### src/sv/spfr_pkg.sv
// Package for the serial player frame receiver: frame constants, position codes and payload type.
package spfr_pkg;

   localparam logic [7:0] START_BYTE   = 8'h7e;
   localparam logic [7:0] VERSION_BYTE = 8'hff;
   localparam logic [7:0] LENGTH_BYTE  = 8'h06;
   localparam logic [7:0] END_BYTE     = 8'hef;

   typedef enum logic [3:0] {
      POS_HUNT      = 4'd0,
      POS_VERSION   = 4'd1,
      POS_LENGTH    = 4'd2,
      POS_COMMAND   = 4'd3,
      POS_FLAG      = 4'd4,
      POS_PARAM_HI  = 4'd5,
      POS_PARAM_LO  = 4'd6,
      POS_CHECK_HI  = 4'd7,
      POS_CHECK_LO  = 4'd8,
      POS_END       = 4'd9
   } pos_type;

   typedef struct packed {
      logic [7:0]  command;
      logic [7:0]  feedback_flag;
      logic [15:0] parameter_res;
   } rsp_payload_type;

endpackage

### src/sv/spfr_req_if.sv
// Handshake interface that carries received bytes into the frame receiver.
interface spfr_req_if;
   logic       valid;
   logic       ready;
   logic [7:0] rx_byte;

   modport source (output valid, output rx_byte, input ready);
   modport sink (input valid, input rx_byte, output ready);
endinterface

### src/sv/spfr_rsp_if.sv
// Handshake interface that carries decoded frames out of the frame receiver.
interface spfr_rsp_if;
   logic        valid;
   logic        ready;
   logic [7:0]  command;
   logic [7:0]  feedback_flag;
   logic [15:0] parameter_res;

   modport source (output valid, output command, output feedback_flag,
                   output parameter_res, input ready);
   modport sink (input valid, input command, input feedback_flag,
                 input parameter_res, output ready);
endinterface

### src/sv/serial_player_frame_receiver.sv
// Top level of the serial player frame receiver: input register, parser and result register.
// Path: an accepted byte is held in the input register until the parser steps on it; the
// step on a frame's end byte loads the result register, which then offers the result.
// Throughput: one byte per cycle, one parser step per byte, while the output is free; a held
// result that is not taken stalls the input register only while it waits.
// Reset is synchronous and active high; it empties both registers and returns to hunting.
module serial_player_frame_receiver (
   input  logic clock,
   input  logic reset,
   spfr_req_if.sink   req_chan,
   spfr_rsp_if.source rsp_chan
);
   import spfr_pkg::*;

   logic            in_valid_ff;
   logic [7:0]      in_byte_ff;
   logic            out_valid_ff;
   rsp_payload_type out_data_ff;
   logic            advance;
   logic            emit;
   rsp_payload_type payload;

   assign advance        = in_valid_ff && (!out_valid_ff || rsp_chan.ready);
   assign req_chan.ready = !in_valid_ff || advance;

   spfr_parser u_parser (
      .clock   (clock),
      .reset   (reset),
      .step    (advance),
      .rx_byte (in_byte_ff),
      .emit    (emit),
      .payload (payload)
   );

   always_ff @(posedge clock) begin
      if (reset) begin
         in_valid_ff <= 1'b0;
      end else if (req_chan.ready) begin
         in_valid_ff <= req_chan.valid;
      end
   end

   always_ff @(posedge clock) begin
      if (req_chan.ready && req_chan.valid) begin
         in_byte_ff <= req_chan.rx_byte;
      end
   end

   always_ff @(posedge clock) begin
      if (reset) begin
         out_valid_ff <= 1'b0;
      end else if (emit) begin
         out_valid_ff <= 1'b1;
      end else if (rsp_chan.ready) begin
         out_valid_ff <= 1'b0;
      end
   end

   always_ff @(posedge clock) begin
      if (emit) begin
         out_data_ff <= payload;
      end
   end

   assign rsp_chan.valid         = out_valid_ff;
   assign rsp_chan.command       = out_data_ff.command;
   assign rsp_chan.feedback_flag = out_data_ff.feedback_flag;
   assign rsp_chan.parameter_res = out_data_ff.parameter_res;

endmodule

### src/sv/spfr_parser.sv
// Frame position state machine with running checksum and held payload bytes.
module spfr_parser (
   input  logic                      clock,
   input  logic                      reset,
   input  logic                      step,
   input  logic [7:0]                rx_byte,
   output logic                      emit,
   output spfr_pkg::rsp_payload_type payload
);
   import spfr_pkg::*;

   logic [3:0]  pos_ff;
   logic [3:0]  pos_in;
   logic [15:0] sum_ff;
   logic [15:0] sum_in;
   logic [7:0]  cmd_ff;
   logic [7:0]  flag_ff;
   logic [7:0]  phi_ff;
   logic [7:0]  plo_ff;
   logic [15:0] check;

   assign check = 16'd0 - sum_ff;

   always_comb begin
      pos_in = 4'(POS_HUNT);
      sum_in = 16'd0;
      emit   = 1'b0;
      unique case (pos_ff)
         4'(POS_HUNT): begin
            if (rx_byte == START_BYTE) begin
               pos_in = 4'(POS_VERSION);
            end
         end
         4'(POS_VERSION): begin
            if (rx_byte == VERSION_BYTE) begin
               pos_in = 4'(POS_LENGTH);
               sum_in = sum_ff + {8'd0, rx_byte};
            end
         end
         4'(POS_LENGTH): begin
            if (rx_byte == LENGTH_BYTE) begin
               pos_in = 4'(POS_COMMAND);
               sum_in = sum_ff + {8'd0, rx_byte};
            end
         end
         4'(POS_COMMAND), 4'(POS_FLAG), 4'(POS_PARAM_HI), 4'(POS_PARAM_LO): begin
            pos_in = pos_ff + 4'd1;
            sum_in = sum_ff + {8'd0, rx_byte};
         end
         4'(POS_CHECK_HI): begin
            if (rx_byte == check[15:8]) begin
               pos_in = 4'(POS_CHECK_LO);
               sum_in = sum_ff;
            end
         end
         4'(POS_CHECK_LO): begin
            if (rx_byte == check[7:0]) begin
               pos_in = 4'(POS_END);
               sum_in = sum_ff;
            end
         end
         4'(POS_END): begin
            emit = step && (rx_byte == END_BYTE);
         end
         default: begin
            pos_in = 4'(POS_HUNT);
         end
      endcase
   end

   assign payload.command       = cmd_ff;
   assign payload.feedback_flag = flag_ff;
   assign payload.parameter_res = {phi_ff, plo_ff};

   always_ff @(posedge clock) begin
      if (reset) begin
         pos_ff <= 4'(POS_HUNT);
         sum_ff <= 16'd0;
      end else if (step) begin
         pos_ff <= pos_in;
         sum_ff <= sum_in;
      end
   end

   always_ff @(posedge clock) begin
      if (step) begin
         if (pos_ff == 4'(POS_COMMAND)) cmd_ff <= rx_byte;
         if (pos_ff == 4'(POS_FLAG)) flag_ff <= rx_byte;
         if (pos_ff == 4'(POS_PARAM_HI)) phi_ff <= rx_byte;
         if (pos_ff == 4'(POS_PARAM_LO)) plo_ff <= rx_byte;
      end
   end

endmodule
### src/flat_wrapper.sv
// flat-port wrapper written by rule: the top's interface ports become plain ports
module serial_player_frame_receiver_flat import spfr_pkg::*;
  (clock, reset, req_chan_valid, req_chan_rx_byte, req_chan_ready, rsp_chan_valid, rsp_chan_command, rsp_chan_feedback_flag, rsp_chan_parameter_res, rsp_chan_ready);
  spfr_req_if req_chan_i ();
  spfr_rsp_if rsp_chan_i ();
  input  logic clock;
  input  logic reset;
  input wire logic [$bits(req_chan_i.valid)-1:0] req_chan_valid;
  input wire logic [$bits(req_chan_i.rx_byte)-1:0] req_chan_rx_byte;
  output wire logic [$bits(req_chan_i.ready)-1:0] req_chan_ready;
  output wire logic [$bits(rsp_chan_i.valid)-1:0] rsp_chan_valid;
  output wire logic [$bits(rsp_chan_i.command)-1:0] rsp_chan_command;
  output wire logic [$bits(rsp_chan_i.feedback_flag)-1:0] rsp_chan_feedback_flag;
  output wire logic [$bits(rsp_chan_i.parameter_res)-1:0] rsp_chan_parameter_res;
  input wire logic [$bits(rsp_chan_i.ready)-1:0] rsp_chan_ready;
  assign req_chan_i.valid = req_chan_valid;
  assign req_chan_i.rx_byte = req_chan_rx_byte;
  assign req_chan_ready = req_chan_i.ready;
  assign rsp_chan_valid = rsp_chan_i.valid;
  assign rsp_chan_command = rsp_chan_i.command;
  assign rsp_chan_feedback_flag = rsp_chan_i.feedback_flag;
  assign rsp_chan_parameter_res = rsp_chan_i.parameter_res;
  assign rsp_chan_i.ready = rsp_chan_ready;
  serial_player_frame_receiver u_core (.clock(clock), .reset(reset), .req_chan(req_chan_i), .rsp_chan(rsp_chan_i));
endmodule
### config.mk
export PLATFORM = sky130hd
export DESIGN_NAME = serial_player_frame_receiver_flat
export DESIGN_NICKNAME = d
export VERILOG_FILES = /design/src/sv/spfr_pkg.sv /design/src/sv/spfr_req_if.sv /design/src/sv/spfr_rsp_if.sv /design/src/sv/serial_player_frame_receiver.sv /design/src/sv/spfr_parser.sv /design/src/flat_wrapper.sv
export SDC_FILE = /design/constraint.sdc
export NUM_CORES = 1
export LEC_CHECK = 0
export ABC_CLOCK_PERIOD_IN_PS = 6700
export BUFFER_PORTS_ARGS = -buffer_cell sky130_fd_sc_hd__buf_2
export CAP_MARGIN = 20
export CORE_UTILIZATION = 59
export DETAILED_ROUTE_END_ITERATION = 10
export GPL_ROUTABILITY_DRIVEN = 0
export PLACE_DENSITY = 0.84
export RECOVER_POWER = 100
export SLEW_MARGIN = 30
export SYNTH_ARGS = -nofsm -noshare
export SYNTH_HDL_FRONTEND = slang
export SYNTH_SLANG_ARGS = --single-unit
export TNS_END_PERCENT = 1
### constraint.sdc
create_clock -name clock -period 6.7 [get_ports clock]
set_clock_uncertainty 0.05 [all_clocks]
set_input_delay 1.34 -clock clock [delete_from_list [all_inputs] [get_ports clock]]
set_output_delay 1.34 -clock clock [all_outputs]
set_load 0.005 [all_outputs]
# Yosys cells after proc, flatten, opt, wreduce, memory -nomap -nowiden
# Index checks and enable logic that the tools add are counted.
dict set report word_totals {
  wordCells 61
  ff_bits 94
}
dict set report classes {
  muxes 14
  add_sub_neg 3
  n_reduce_logical 15
  n_eq_ne 17
}
# operator count
set ops {}
lappend ops {{16-bit one-hot mux with 5 select lines} 1}
lappend ops {{16-bit 2-to-1 mux} 4}
lappend ops {{4-bit one-hot mux with 6 select lines} 1}
lappend ops {{16-bit by 8-bit adder with 16-bit output} 1}
lappend ops {{4-bit by 3-bit equality test with 1-bit output, second input constant} 4}
lappend ops {{8-bit equality test} 2}
lappend ops {{8-bit equality test, second input constant} 2}
lappend ops {{1-bit by 16-bit subtractor with 16-bit output, first input constant} 1}
lappend ops {{4-bit by 2-bit equality test with 1-bit output, second input constant} 2}
lappend ops {{4-bit equality test, second input constant} 2}
lappend ops {{8-bit by 3-bit equality test with 1-bit output, second input constant} 1}
lappend ops {{8-bit by 7-bit equality test with 1-bit output, second input constant} 1}
lappend ops {{4-bit 2-to-1 mux} 2}
lappend ops {{2-bit AND reduction} 4}
lappend ops {{4-bit by 1-bit adder with 4-bit output, second input constant} 1}
lappend ops {{4-bit by 1-bit equality test with 1-bit output, second input constant} 1}
lappend ops {{4-bit logical NOT} 1}
lappend ops {{1-bit 2-to-1 mux} 4}
lappend ops {{2-bit 2-to-1 mux} 2}
lappend ops {{2-bit != test, second input constant} 2}
lappend ops {{4-bit OR reduction} 1}
lappend ops {{1-bit logical AND} 3}
lappend ops {{3-bit AND reduction} 1}
lappend ops {{1-bit logical NOT} 2}
lappend ops {{2 further kinds} 3}

# Logic depth before layout (Yosys ltp)
# Gate-level depths: netlist of the first run.
dict set report depth {
  ltp_word 6
  ltp_mapped 12
  ltp_nobuf 10
}

# Cells and area by module
# A second synthesis of the first run with hierarchy kept.
dict set report unflattened {
  hier_cells 356
  hier_area_um2 4440.5
}
# mod instances area_each_um2 cells_each
set by_module_without_submodules {}
lappend by_module_without_submodules {spfr_parser 1 3136.8 306}
lappend by_module_without_submodules {serial_player_frame_receiver 1 1303.8 50}

# Worst setup path after synthesis of the first run
# OpenSTA, ideal clock, no wires.
dict set report synth_path {
  kind {input-to-output}
  startpoint {input port rsp_chan_ready}
  endpoint {output port req_chan_ready}
  setup_slack_ps 3796
  required_ps 5310
  stages 1
  arrival_time_ps 1514
  n_path_buf 0
  path_cell_list {nand3b_1}
}
dict set report synth_between {
  elab_chain_cells 3
}
# element line_no
set synth_lines {}
lappend synth_lines {{from (decl)} flat_wrapper.sv:15} ;# input wire logic [$bits(rsp_chan_i.ready)-1:0] rsp_chan_ready;
lappend synth_lines {{1-bit logical OR} serial_player_frame_receiver.sv:23} ;# assign advance = in_valid_ff && (!out_valid_ff || rsp_chan.ready);
lappend synth_lines {{1-bit logical AND} serial_player_frame_receiver.sv:23}
lappend synth_lines {{1-bit logical OR} serial_player_frame_receiver.sv:24} ;# assign req_chan.ready = !in_valid_ff || advance;
lappend synth_lines {{to (decl)} flat_wrapper.sv:10} ;# output wire logic [$bits(req_chan_i.ready)-1:0] req_chan_ready;
# No other way between the ends.

# Worst setup path in the final report of the first run
dict set report layout_path {
  startpoint {register u_core.u_parser.sum_ff[1]}
  endpoint {register u_core.u_parser.sum_ff[3]}
}
dict set report layout_between {
  elab_chain_cells 4
}
# element line_no
set layout_lines {}
lappend layout_lines {{from (decl)} spfr_parser.sv:14} ;# logic [15:0] sum_ff;
lappend layout_lines {{from (signal assigned)} spfr_parser.sv:81} ;# sum_ff <= sum_in;
lappend layout_lines {{1-bit by 16-bit subtractor with 16-bit output} spfr_parser.sv:22} ;# assign check = 16'd0 - sum_ff;
lappend layout_lines {{8-bit equality test, on equally long branches} {spfr_parser.sv:57, spfr_parser.sv:51}}
lappend layout_lines {{2-bit != test (no line)} -}
lappend layout_lines {{3-bit AND reduction (no line)} -}
# Several ways; a longest one is shown, not always the timed one.
# A chain may end at the register's enable or synchronous reset.

==> impl_summary.txt, run 1 <==
----------------------------------------------------
[Timing]
  Sum of negative setup slack ... 0 ps
  Final critical delay including setup and external delays ... 3240 ps
  Hold slack ... 372 ps
  Setup repair after global routing missed its margin ... no
  Final worst-path cycle share ... 48.4%
  Timing-limited maximum frequency ... 308 MHz
  Worst Slack Setup Final ... 3460 ps
  Number of setup violations in the final report ... 0
  Max-slew violations ... 0
  Worst slew margin relative to its limit ... 22.9%
  Hold Violations, Final ... 0
  Worst Tran Pin Value ... 1150 ps

[Synthesis]
  Synth cell count leaders ... sky130_fd_sc_hd__edfxtp_1 (72), sky130_fd_sc_hd__a21oi_1 (26), sky130_fd_sc_hd__nand2_1 (24)
  Post-synth design cell area ... 0.00437 mm²
  Synth area leader ... sky130_fd_sc_hd__edfxtp_1
  Synthesized area divided by synthesized cell count ... 11.9 µm²
  Register bit count reported by yosys ... 94
  Synth async-reset ratio ... 0%
  Most common cell in the netlist ... sky130_fd_sc_hd__edfxtp_1
  Number of warning messages in the yosys log ... 0
  Distinct cell type count after synthesis ... 56
  Post-synth top area share ... 49.5%
  Gate count after technology mapping ... 367
  Count of flip-flops with a built-in enable after synthesis ... 72
  Area contributors post-synth ... sky130_fd_sc_hd__edfxtp_1 (49%), sky130_fd_sc_hd__dfxtp_1 (10%), sky130_fd_sc_hd__ha_1 (3.7%)
  Sequential share of the synthesized area ... 59.5%
  Main flop type after synthesis ... sky130_fd_sc_hd__edfxtp_1
  Net count after synthesis ... 393

[Clock network]
  Quantity of gates resized following cts ... 0
  Number of levels in the clock H-tree ... 3
  Clock latency of the later-clocked register in the worst-skew pair ... 360 ps
  CTS tree ... built
  Clk sinks ... 94
  Post-CTS Repair Setup Buffers ... 0
  Clk slew on worst S/H paths ... 90 ps
  Root buf cell ... sky130_fd_sc_hd__clkbuf_8
  Number of hold buffers added after cts ... 0
  Number of clock buffers inserted by TritonCTS ... 9
  Clk buf depth ... 2

[GRT]
  Antenna violations before repair ... 0
  Total global routing track utilization ... 22.3%
  Global-route wire length before repair ... 12600 µm
  Total congestion overflow ... 0
  Pin count of the biggest net entering global routing ... 33
  Vias in the first global route ... 2606

[Worst setup path]
  Required @ worst endpoint ... 6930 ps
  Kind of start point of the critical path ... register
  Worst-path maximum fanout ... 29
  Signal arrival time at the worst endpoint ... 3470 ps
  Critical path capture point type ... register
  Register-to-Register Path Depth ... 9
  Type of the worst setup path ... register to register

[Worst hold path]
  Hold crit path type ... register to register
  Hold path cells ... 0

[Drt]
  Met2 routed WL ... 4060 µm
  Highest routed metal layer ... met4
  Vias per Instance ... 5.83
  Via total after detailed routing ... 2965
  Detailed Route WL ... 8170 µm
  Wl on met1 ... 3420 µm
  WL met3 ... 521 µm
  Total iterations of the first detailed-routing run ... 5
  Wire length per cell after detailed routing ... 16.0 µm
  Iter 0 DRT Violations ... 192
  Final antenna-violating net count ... 0
  Post-route DRC ... 0

[Finish]
  Synth-to-layout area growth ... 9.07%
  Number of nets in the finished design ... 431
  Layout cells sized above 1 ... 10.5%
  Final cell count without fillers ... 509
  Diode count ... 0

[Place]
  Total half-perimeter wirelength after legalization and detailed placement ... 5600 µm
  Number of cells after detailed placement ... 493
  Dpl ws ... 3400 ps
  Count of port buffers added during placement ... 45

[Die]
  Top-Level Pins ... 46
  Die extent in x ... 88.1 µm
  Effective utilization at floorplan ... 60.6%
  Die Y-Extent ... 88.1 µm
  Placement row count ... 31
  Floorplan core area ... 0.00721 mm²
  Floorplan die area ... 0.00776 mm²

[Power]
  Switching share of total power ... 23.2%
  Clock Power Share ... 32.9%
  IR drop worst, VDD ... 0.000173 V
  Power density of the placed cells ... 214 mW/mm²
  Design internal power ... 785 µW
  Part of the power in combinational logic ... 3.9%
  Sequential cell fraction of total power ... 63.2%
  Overall power after layout ... 1.02 mW
  Switch Pwr ... 237 µW
  Leakage power figure ... 1.66 nW

[Run status]
  Outcome ... finished, final reports clean

[Flow run]
  MaxCap Viol Count ... 0

----------------------------------------------------
-- routing by layer --
metal	GRT usage, %	up-vias
met1	27.5	1383
li1	-	1450
met2	37.6	117
met4	8.36	0
met3	6.50	15
met5	0	-
-- through the flow --
| step | area [µm²] | utilization (%) |
|---|---|---|
| after detailed placement | 4620 | 64.1 |
| after CTS | 4800 | 66.5 |
| final | 4770 | 66.1 |
| after global routing | 4770 | 66.1 |
| after global placement | 4620 | 64.1 |
| after floorplan | 4370 | - |
-- worst max-delay path, stage by stage (launching register included) --
cell	delay (ps)
sky130_fd_sc_hd__dfxtp_1	370
sky130_fd_sc_hd__inv_1	150
sky130_fd_sc_hd__ha_1	250
sky130_fd_sc_hd__or3b_2	510
sky130_fd_sc_hd__a21oi_1	190
sky130_fd_sc_hd__o2111ai_1	150
sky130_fd_sc_hd__a41oi_1	190
sky130_fd_sc_hd__a21bo_1	490
sky130_fd_sc_hd__or4_1	630
sky130_fd_sc_hd__a21oi_1	170
-- placed cells by master, fill, tap and decap left out, types with 4 or more instances in the layout --
| cell | netlist | layout |
|---|---|---|
| sky130_fd_sc_hd__nor4_1 | 8 | 8 |
| sky130_fd_sc_hd__dfxtp_1 | 22 | 22 |
| sky130_fd_sc_hd__ha_1 | 13 | 13 |
| sky130_fd_sc_hd__a21oi_1 | 26 | 26 |
| sky130_fd_sc_hd__clkbuf_1 | 12 | 27 |
| sky130_fd_sc_hd__nand4_1 | 6 | 6 |
| sky130_fd_sc_hd__or3_1 | 8 | 8 |
| sky130_fd_sc_hd__edfxtp_1 | 72 | 72 |
| sky130_fd_sc_hd__nand3_1 | 9 | 9 |
| sky130_fd_sc_hd__nand2_1 | 24 | 24 |
| sky130_fd_sc_hd__or4_1 | 4 | 4 |
| sky130_fd_sc_hd__buf_2 | 1 | 17 |
| sky130_fd_sc_hd__a211oi_1 | 6 | 6 |
| sky130_fd_sc_hd__inv_1 | 13 | 13 |
| sky130_fd_sc_hd__clkbuf_8 | 0 | 9 |
| sky130_fd_sc_hd__nor2_1 | 18 | 17 |
| sky130_fd_sc_hd__o21a_1 | 4 | 4 |
| sky130_fd_sc_hd__xor2_1 | 13 | 13 |
| sky130_fd_sc_hd__nor3_1 | 17 | 17 |
| sky130_fd_sc_hd__nor2b_1 | 8 | 8 |
| sky130_fd_sc_hd__and3_1 | 5 | 5 |
| sky130_fd_sc_hd__xnor2_1 | 11 | 11 |
| sky130_fd_sc_hd__o21ai_0 | 7 | 8 |
-- path summary, 6_finish.rpt --
kind | startpoint | endpoint | slack [ps]
min reg2reg | u_core.u_parser.cmd_ff[5]$_DFFE_PP_ | u_core.rsp_chan.command[5]$_DFFE_PP_ | 370
max | u_core.u_parser.sum_ff[1]$_SDFFE_PP0P_ | u_core.u_parser.sum_ff[3]$_SDFFE_PP0P_ | 3460
max reg2reg | u_core.u_parser.sum_ff[1]$_SDFFE_PP0P_ | u_core.u_parser.sum_ff[3]$_SDFFE_PP0P_ | 3460
min | u_core.u_parser.cmd_ff[5]$_DFFE_PP_ | u_core.rsp_chan.command[5]$_DFFE_PP_ | 370
-- power groups by stage --
stage | clock network, mW | logic, mW | registers, mW
after CTS | 0.346 | 0.0395 | 0.645
after detailed placement | 0 | 0.0390 | 0.658
after global placement | 0 | 0.0374 | 0.658
final | 0.336 | 0.0396 | 0.645
after global routing | 0.365 | 0.0439 | 0.646
after floorplan | 0 | 0.0323 | 0.649
-- flip-flops by register name, indices dropped and copies added, names as in the netlist, 4 cells and up --
signal                         flops
u_core.u_parser.flag_ff            8
u_core.rsp_chan.parameter_res     16
u_core.in_byte_ff                  8
u_core.rsp_chan.feedback_flag      8
u_core.u_parser.plo_ff             8
u_core.u_parser.pos_ff             4
u_core.rsp_chan.command            8
u_core.u_parser.cmd_ff             8
u_core.u_parser.sum_ff            16
u_core.u_parser.phi_ff             8
-- cell type report --
class                   count  area, µm²
repair buffers             45        190
multi-input cells         242       1620
inverters                  13       48.8
clock buffers               9        124
flip-flops and latches     94       2600
fillers                   561       2450
clock inverters             7       55.1
well taps                  99        124
-- cell families (layout without fill, tap and decap cells) --
family | count (synthesis) | after routing | synth area share [%]
adders and majority gates | 14 | 14 | 4.18
muxes | 1 | 1 | 0.258
AOI/OAI and AO/OA | 67 | 67 | 10.1
xor gates and xnor gates | 25 | 25 | 5.18
and+or+nand+nor | 135 | 135 | 17.4
buffers and inverters | 31 | 74 | 3.38
DFF | 94 | 94 | 59.5
No activity file was read; power rests on OpenSTA's default activity.
==> run 2: changes to the inputs <==
--- a/config.mk
+++ b/config.mk
@@ -5,13 +5,14 @@
 export SDC_FILE = /design/constraint.sdc
 export NUM_CORES = 1
 export LEC_CHECK = 0
-export ABC_CLOCK_PERIOD_IN_PS = 6700
+export ABC_AREA = 1
+export ABC_CLOCK_PERIOD_IN_PS = 2740
 export BUFFER_PORTS_ARGS = -buffer_cell sky130_fd_sc_hd__buf_2
 export CAP_MARGIN = 20
-export CORE_UTILIZATION = 59
+export CORE_UTILIZATION = 54
 export DETAILED_ROUTE_END_ITERATION = 10
 export GPL_ROUTABILITY_DRIVEN = 0
-export PLACE_DENSITY = 0.84
+export PLACE_DENSITY = 0.81
 export RECOVER_POWER = 100
 export SLEW_MARGIN = 30
 export SYNTH_ARGS = -nofsm -noshare
==> constraint.sdc (replaced) <==
create_clock -name clock -period 2.74 [get_ports clock]
set_clock_uncertainty 0.05 [all_clocks]
set_input_delay 0.548 -clock clock [delete_from_list [all_inputs] [get_ports clock]]
set_output_delay 0.548 -clock clock [all_outputs]
set_load 0.005 [all_outputs]
==> run 2 against run 1 <==
Fmax grew 27%. Final area grew 12%. Largest power group unchanged. Count of clock-buffer cells in the layout unchanged. Critical path depth is 4 lower. Clock power grew to 2.6 times the previous value. Combinational power grew to 6.4 times the previous value. Wire length increased by 33%. Via count increased by 33%. Sequential cell count stayed put. Synthesized cell count increased by 49%. First-iteration DRC count grew 39%. Non-clock buffer count grew 10.
==> impl_summary.txt, run 2 <==
----------------------------------------------------
[Run status]
  Outcome ... finished, final reports clean

[Worst setup path]
  Kind of start point of the critical path ... register
  Type of the worst setup path ... register to register
  Setup slack on the worst flop-to-flop path ... 180 ps
  Worst-path maximum fanout ... 33
  Critical path capture point type ... register
  Required @ worst endpoint ... 2690 ps
  Signal arrival time at the worst endpoint ... 2500 ps

[Clock network]
  Clk sinks ... 94
  Clk buf depth ... 2
  Clk slew on worst S/H paths ... 100 ps
  CTS tree ... built
  Clock latency of the later-clocked register in the worst-skew pair ... 370 ps
  Number of levels in the clock H-tree ... 3
  Number of hold buffers added after cts ... 0
  Root buf cell ... sky130_fd_sc_hd__clkbuf_8
  Number of clock buffers inserted by TritonCTS ... 9

[Finish]
  Diode count ... 0
  Cell area after layout ... 0.00532 mm²
  Highest-count cells in the layout ignoring fill and taps ... sky130_fd_sc_hd__nand2_1 (158), sky130_fd_sc_hd__edfxtp_1 (72), sky130_fd_sc_hd__inv_1 (64)
  Final-layout fill cell count ... 746
  Number of nets in the finished design ... 628
  Synth-to-layout area growth ... 10.4%
  Layout cells sized above 1 ... 9.56%
  Most common library cell in the layout ignoring fill and taps ... sky130_fd_sc_hd__nand2_1

[Die]
  Top-Level Pins ... 46
  Die extent in x ... 96.5 µm
  Floorplan core area ... 0.00868 mm²
  Floorplan die area ... 0.00930 mm²
  Placement row count ... 34
  Die Y-Extent ... 96.5 µm
  Effective utilization at floorplan ... 55.5%

[Synthesis]
  Gate count after technology mapping ... 546
  Synth area leader ... sky130_fd_sc_hd__edfxtp_1
  Post-synth top area share ... 44.9%
  Synth cell count leaders ... sky130_fd_sc_hd__nand2_1 (158), sky130_fd_sc_hd__edfxtp_1 (72), sky130_fd_sc_hd__inv_1 (64)
  Area contributors post-synth ... sky130_fd_sc_hd__edfxtp_1 (45%), sky130_fd_sc_hd__nand2_1 (12%), sky130_fd_sc_hd__dfxtp_1 (9.1%)
  Distinct cell type count after synthesis ... 35
  Most common cell in the netlist ... sky130_fd_sc_hd__nand2_1
  Net count after synthesis ... 572
  Synthesized area divided by synthesized cell count ... 8.82 µm²
  Number of warning messages in the yosys log ... 0
  Register bit count reported by yosys ... 94
  Main flop type after synthesis ... sky130_fd_sc_hd__edfxtp_1
  Post-synth design cell area ... 0.00482 mm²
  Count of flip-flops with a built-in enable after synthesis ... 72
  Synth async-reset ratio ... 0%
  Sequential share of the synthesized area ... 54.0%

[Power]
  IR drop worst, VDD ... 0.000276 V
  Leakage power figure ... 2.23 nW
  Power density of the placed cells ... 507 mW/mm²

[Timing]
  Worst Tran Pin Value ... 1110 ps
  Sum of negative setup slack ... 0 ps
  Max-slew violations ... 0
  Final critical delay including setup and external delays ... 2560 ps
  Setup repair after global routing missed its margin ... no
  Hold Violations, Final ... 0
  Final worst-path cycle share ... 93.3%
  Worst slew margin relative to its limit ... 25.7%
  Timing-limited maximum frequency ... 391 MHz
  Number of setup violations in the final report ... 0

[GRT]
  Antenna violations before repair ... 0
  Vias in the first global route ... 3777
  Total global routing track utilization ... 25.4%
  Global-route wire length before repair ... 17700 µm
  Pin count of the biggest net entering global routing ... 34
  Total congestion overflow ... 0

[Place]
  Total half-perimeter wirelength after legalization and detailed placement ... 7850 µm
  Area of placed instances ... 0.00520 mm²
  Count of port buffers added during placement ... 45

[Drt]
  Post-route DRC ... 0
  Vias per Instance ... 5.50
  Final antenna-violating net count ... 0
  Iter 0 DRT Violations ... 267
  Total iterations of the first detailed-routing run ... 5
  Detailed Route WL ... 10800 µm
  Via total after detailed routing ... 3936
  Wire length per cell after detailed routing ... 15.1 µm

[Worst hold path]
  Hold crit path type ... input port to register

[Flow run]
  MaxCap Viol Count ... 0

----------------------------------------------------
-- run 2: cell types whose count changed in the layout (fill, tap and decap cells not counted), moves of 8 or more --
cell	before	now
sky130_fd_sc_hd__clkbuf_1	27	36
sky130_fd_sc_hd__nor3_1	17	6
sky130_fd_sc_hd__nor2_1	17	52
sky130_fd_sc_hd__nand2_1	24	158
sky130_fd_sc_hd__nand4_1	6	18
sky130_fd_sc_hd__xor2_1	13	1
sky130_fd_sc_hd__inv_1	13	64
sky130_fd_sc_hd__nand3_1	9	56
sky130_fd_sc_hd__nor2b_1	8	0
sky130_fd_sc_hd__or3_1	8	0
-- run 2: power breakdown --
part / internal (mW) / switching (mW)
clock network: 0.349 / 0.534
logic: 0.0894 / 0.166
registers: 1.53 / 0.0264
-- run 2: layout make-up --
| class | count | area [µm²] | area share (%) |
|---|---|---|---|
| Sequential cell | 94 | 2600 | 48.9 |
| Multi-Input combinational cell | 376 | 1910 | 35.9 |
| Inverter | 66 | 248 | 4.66 |
| Timing Repair Buffer | 55 | 238 | 4.47 |
| Tap cell | 108 | 135 | 2.54 |
| Clock buffer | 9 | 124 | 2.33 |
| Clock inverter | 7 | 61.3 | 1.15 |
-- run 2: worst max-delay path, cell delays in order (launching register included) --
cell and delay (ps):
sky130_fd_sc_hd__edfxtp_1 360, sky130_fd_sc_hd__clkbuf_1 450, sky130_fd_sc_hd__nand2_1 180, sky130_fd_sc_hd__nor4_1 290, sky130_fd_sc_hd__nor4b_4 250, sky130_fd_sc_hd__buf_2 590
-- run 2: logic make-up after synthesis --
kind of cell	share of synthesized area, %
and+or+nand+nor	29.4
DFF	54.0
buffers and inverters	6.62
AOI/OAI and AO/OA	3.45
xor gates and xnor gates	2.70
adders and majority gates	3.79
-- run 2: worst paths after layout --
kind	end	from	cells past startpoint
hold / removal	u_core.in_byte_ff[1]$_DFFE_PP_	req_chan_rx_byte[1]	1
hold reg to reg	u_core.rsp_chan.parameter_res[11]$_DFFE_PP_	u_core.u_parser.phi_ff[3]$_DFFE_PP_	0
setup / recovery	u_core.rsp_chan.parameter_res[8]$_DFFE_PP_	u_core.in_byte_ff[0]$_DFFE_PP_	5
setup reg to reg	u_core.rsp_chan.parameter_res[8]$_DFFE_PP_	u_core.in_byte_ff[0]$_DFFE_PP_	5
-- run 2: timing repair --
item	CTS	global route
resized for setup	0	1
buffers inserted	0	0
setup endpoints to repair	0	3
-- run 2: routing by layer --
layer	global-route usage, %	up-vias	part of all wire (%)
li1	-	1924	-
met1	30.9	1808	42
met2	44.1	164	48
met3	3.60	40	6.7
met4	12.5	0	3.7
met5	0	-	0
-- run 2: stage by stage --
step	util, %	worst slack, ps	power, mW	hold WS (ps)	instances
after global placement	59.9	344	1.84	353	699
after floorplan	-	123	1.78	350	546
after CTS	62.1	222	2.71	291	715
final	61.3	183	2.70	302	715
after detailed placement	59.9	240	1.85	355	699
after global routing	61.3	19.8	2.81	283	715
==> run 3: changes to the inputs <==
==> constraint.sdc (replaced) <==
create_clock -name clock -period 2.74 [get_ports clock]
set_clock_uncertainty 0.05 [all_clocks]
set_input_delay 0.137 -clock clock [delete_from_list [all_inputs] [get_ports clock]]
set_output_delay 0.137 -clock clock [all_outputs]
set_load 0.005 [all_outputs]
==> run 3 against run 2 <==
Final area increased by 2.2%. Die area stayed put. Critical path depth grew 8. Largest power group unchanged. Non-clock buffer count increased by 6. Count of clock-buffer cells in the layout did not move. Sequential power about the same. Fmax rose by 1.4%.
==> impl_summary.txt, run 3 (synthesized netlist as in run 2, its figures left out) <==
----------------------------------------------------
[Worst hold path]
  Hold crit path type ... input port to register

[Drt]
  Via total after detailed routing ... 3969
  Detailed Route WL ... 11200 µm
  Iter 0 DRT Violations ... 315
  Post-route DRC ... 0
  Wire length per cell after detailed routing ... 15.5 µm
  Vias per Instance ... 5.50
  Final antenna-violating net count ... 0
  Total iterations of the first detailed-routing run ... 6

[Finish]
  Register area ... 0.00260 mm²
  Synth-to-layout area growth ... 12.8%
  Highest-count cells in the layout ignoring fill and taps ... sky130_fd_sc_hd__nand2_1 (158), sky130_fd_sc_hd__edfxtp_1 (72), sky130_fd_sc_hd__inv_1 (64)
  Final-layout fill cell count ... 708
  Number of nets in the finished design ... 634
  Most common library cell in the layout ignoring fill and taps ... sky130_fd_sc_hd__nand2_1
  Diode count ... 0
  Layout cells sized above 1 ... 9.62%
  Multi-input gate area in the final layout ... 0.00191 mm²
  Cell area after layout ... 0.00544 mm²

[GRT]
  Antenna violations before repair ... 0
  Total congestion overflow ... 0
  Vias in the first global route ... 3804
  Total global routing track utilization ... 25.7%
  Pin count of the biggest net entering global routing ... 34
  Global-route wire length before repair ... 17900 µm

[Timing]
  Setup repair after global routing missed its margin ... no
  Final worst-path cycle share ... 92.1%
  Worst Slack Setup Final ... 217 ps
  Max-slew violations ... 0
  Sum of negative setup slack ... 0 ps
  Timing-limited maximum frequency ... 396 MHz
  Hold Violations, Final ... 0
  Final critical delay including setup and external delays ... 2520 ps
  Worst Tran Pin Value ... 1110 ps
  Number of setup violations in the final report ... 0
  Worst slew margin relative to its limit ... 25.1%
  Hold slack ... 30.4 ps

[Place]
  Total half-perimeter wirelength after legalization and detailed placement ... 7730 µm
  Area of placed instances ... 0.00519 mm²
  Count of port buffers added during placement ... 45
  Dpl ws ... 272 ps

[Worst setup path]
  Type of the worst setup path ... register to register
  Kind of start point of the critical path ... register
  Cells along the critical path ... inv_1 > ha_1 > nand3_1 > inv_1 > nand2_1 > nand2_1 > nand2_1 > o21ai_0 > nor2_1 > nand2_2 > nand3_2 > o21ai_0 > nor2_1
  Delay of the slowest critical-path stage ... 410 ps
  Buf+Inv Stages, Crit Path ... 2
  Critical path capture point type ... register
  Crit-path leading delay family ... simple AND/OR/NAND/NOR gates
  Slowest library cell on the worst path ... sky130_fd_sc_hd__o21ai_0
  Required @ worst endpoint ... 2950 ps
  Cell seen most often among critical-path stages ... sky130_fd_sc_hd__nand2_1
  Worst-path maximum fanout ... 13
  Signal arrival time at the worst endpoint ... 2740 ps

[Die]
  Floorplan core area ... 0.00868 mm²
  Floorplan die area ... 0.00930 mm²
  Die extent in x ... 96.5 µm
  Top-Level Pins ... 46
  Placement row count ... 34
  Effective utilization at floorplan ... 55.5%
  Die Y-Extent ... 96.5 µm

[Clock network]
  Clock latency of the later-clocked register in the worst-skew pair ... 380 ps
  Number of clock buffers inserted by TritonCTS ... 9
  Post-CTS Repair Setup Buffers ... 0
  Clk buf depth ... 2
  Root buf cell ... sky130_fd_sc_hd__clkbuf_8
  Clk slew on worst S/H paths ... 100 ps
  Number of hold buffers added after cts ... 8
  Number of levels in the clock H-tree ... 3
  Quantity of gates resized following cts ... 0
  Clk sinks ... 94
  CTS tree ... built

[Power]
  Overall power after layout ... 2.85 mW
  Leakage power figure ... 2.28 nW
  Power density of the placed cells ... 524 mW/mm²
  IR drop worst, VDD ... 0.000335 V

[Flow run]
  MaxCap Viol Count ... 0

[Run status]
  Outcome ... finished, final reports clean

----------------------------------------------------
run 3: cell count changes in the layout (fill, tap and decap cells not counted), sizes merged:
cell / before / now
bufinv: 0 / 1
clkbuf: 45 / 42
clkinvlp: 1 / 0
dlygate4sd3: 0 / 8
buf: 19 / 20
run 3: final cells by class:
class / count / share of cell area (%)
clock buffer: 9 / 2.28
timing repair buffer: 61 / 5.82
multi-input combinational: 376 / 35.2
tap: 108 / 2.49
sequential: 94 / 47.9
inverter: 66 / 4.56
clock inverter: 7 / 1.80
run 3: power by group:
part	switching [mW]	internal, mW
clock network	0.564	0.454
registers	0.0263	1.54
logic	0.171	0.0968
run 3: worst min-delay path: stages:
cell,delay (ps)
sky130_fd_sc_hd__buf_2,100
sky130_fd_sc_hd__nand2_1,90
sky130_fd_sc_hd__a21oi_1,80
run 3: metal layers:
layer / wire length (µm) / share of wire (%) / vias up / track usage (%)
met3: 845 / 7.6 / 44 / 3.52
met5: 0 / 0 / - / 0
li1: - / - / 1928 / -
met4: 460 / 4.1 / 0 / 14.1
met2: 5360 / 48 / 207 / 45.2
met1: 4480 / 40 / 1790 / 30.3
run 3: path summary, 6_finish.rpt:
path,depth (start not counted),end,from,slack (ps)
worst max register to register,13,u_core.u_parser.sum_ff[1]$_SDFFE_PP0P_,u_core.u_parser.sum_ff[1]$_SDFFE_PP0P_,220
worst max-delay path,13,u_core.u_parser.sum_ff[1]$_SDFFE_PP0P_,u_core.u_parser.sum_ff[1]$_SDFFE_PP0P_,220
worst min register to register,0,u_core.rsp_chan.feedback_flag[7]$_DFFE_PP_,u_core.u_parser.flag_ff[7]$_DFFE_PP_,380
worst min-delay path,3,u_core.in_valid_ff$_SDFFE_PP0N_,req_chan_valid,30
run 3: per-stage QoR:
| step | utilization, % | std cells |
|---|---|---|
| after floorplan | - | 546 |
| after global placement | 59.7 | 697 |
| after detailed placement | 59.8 | 697 |
| after CTS | 63.2 | 721 |
| after global routing | 62.6 | 721 |
| final | 62.6 | 721 |
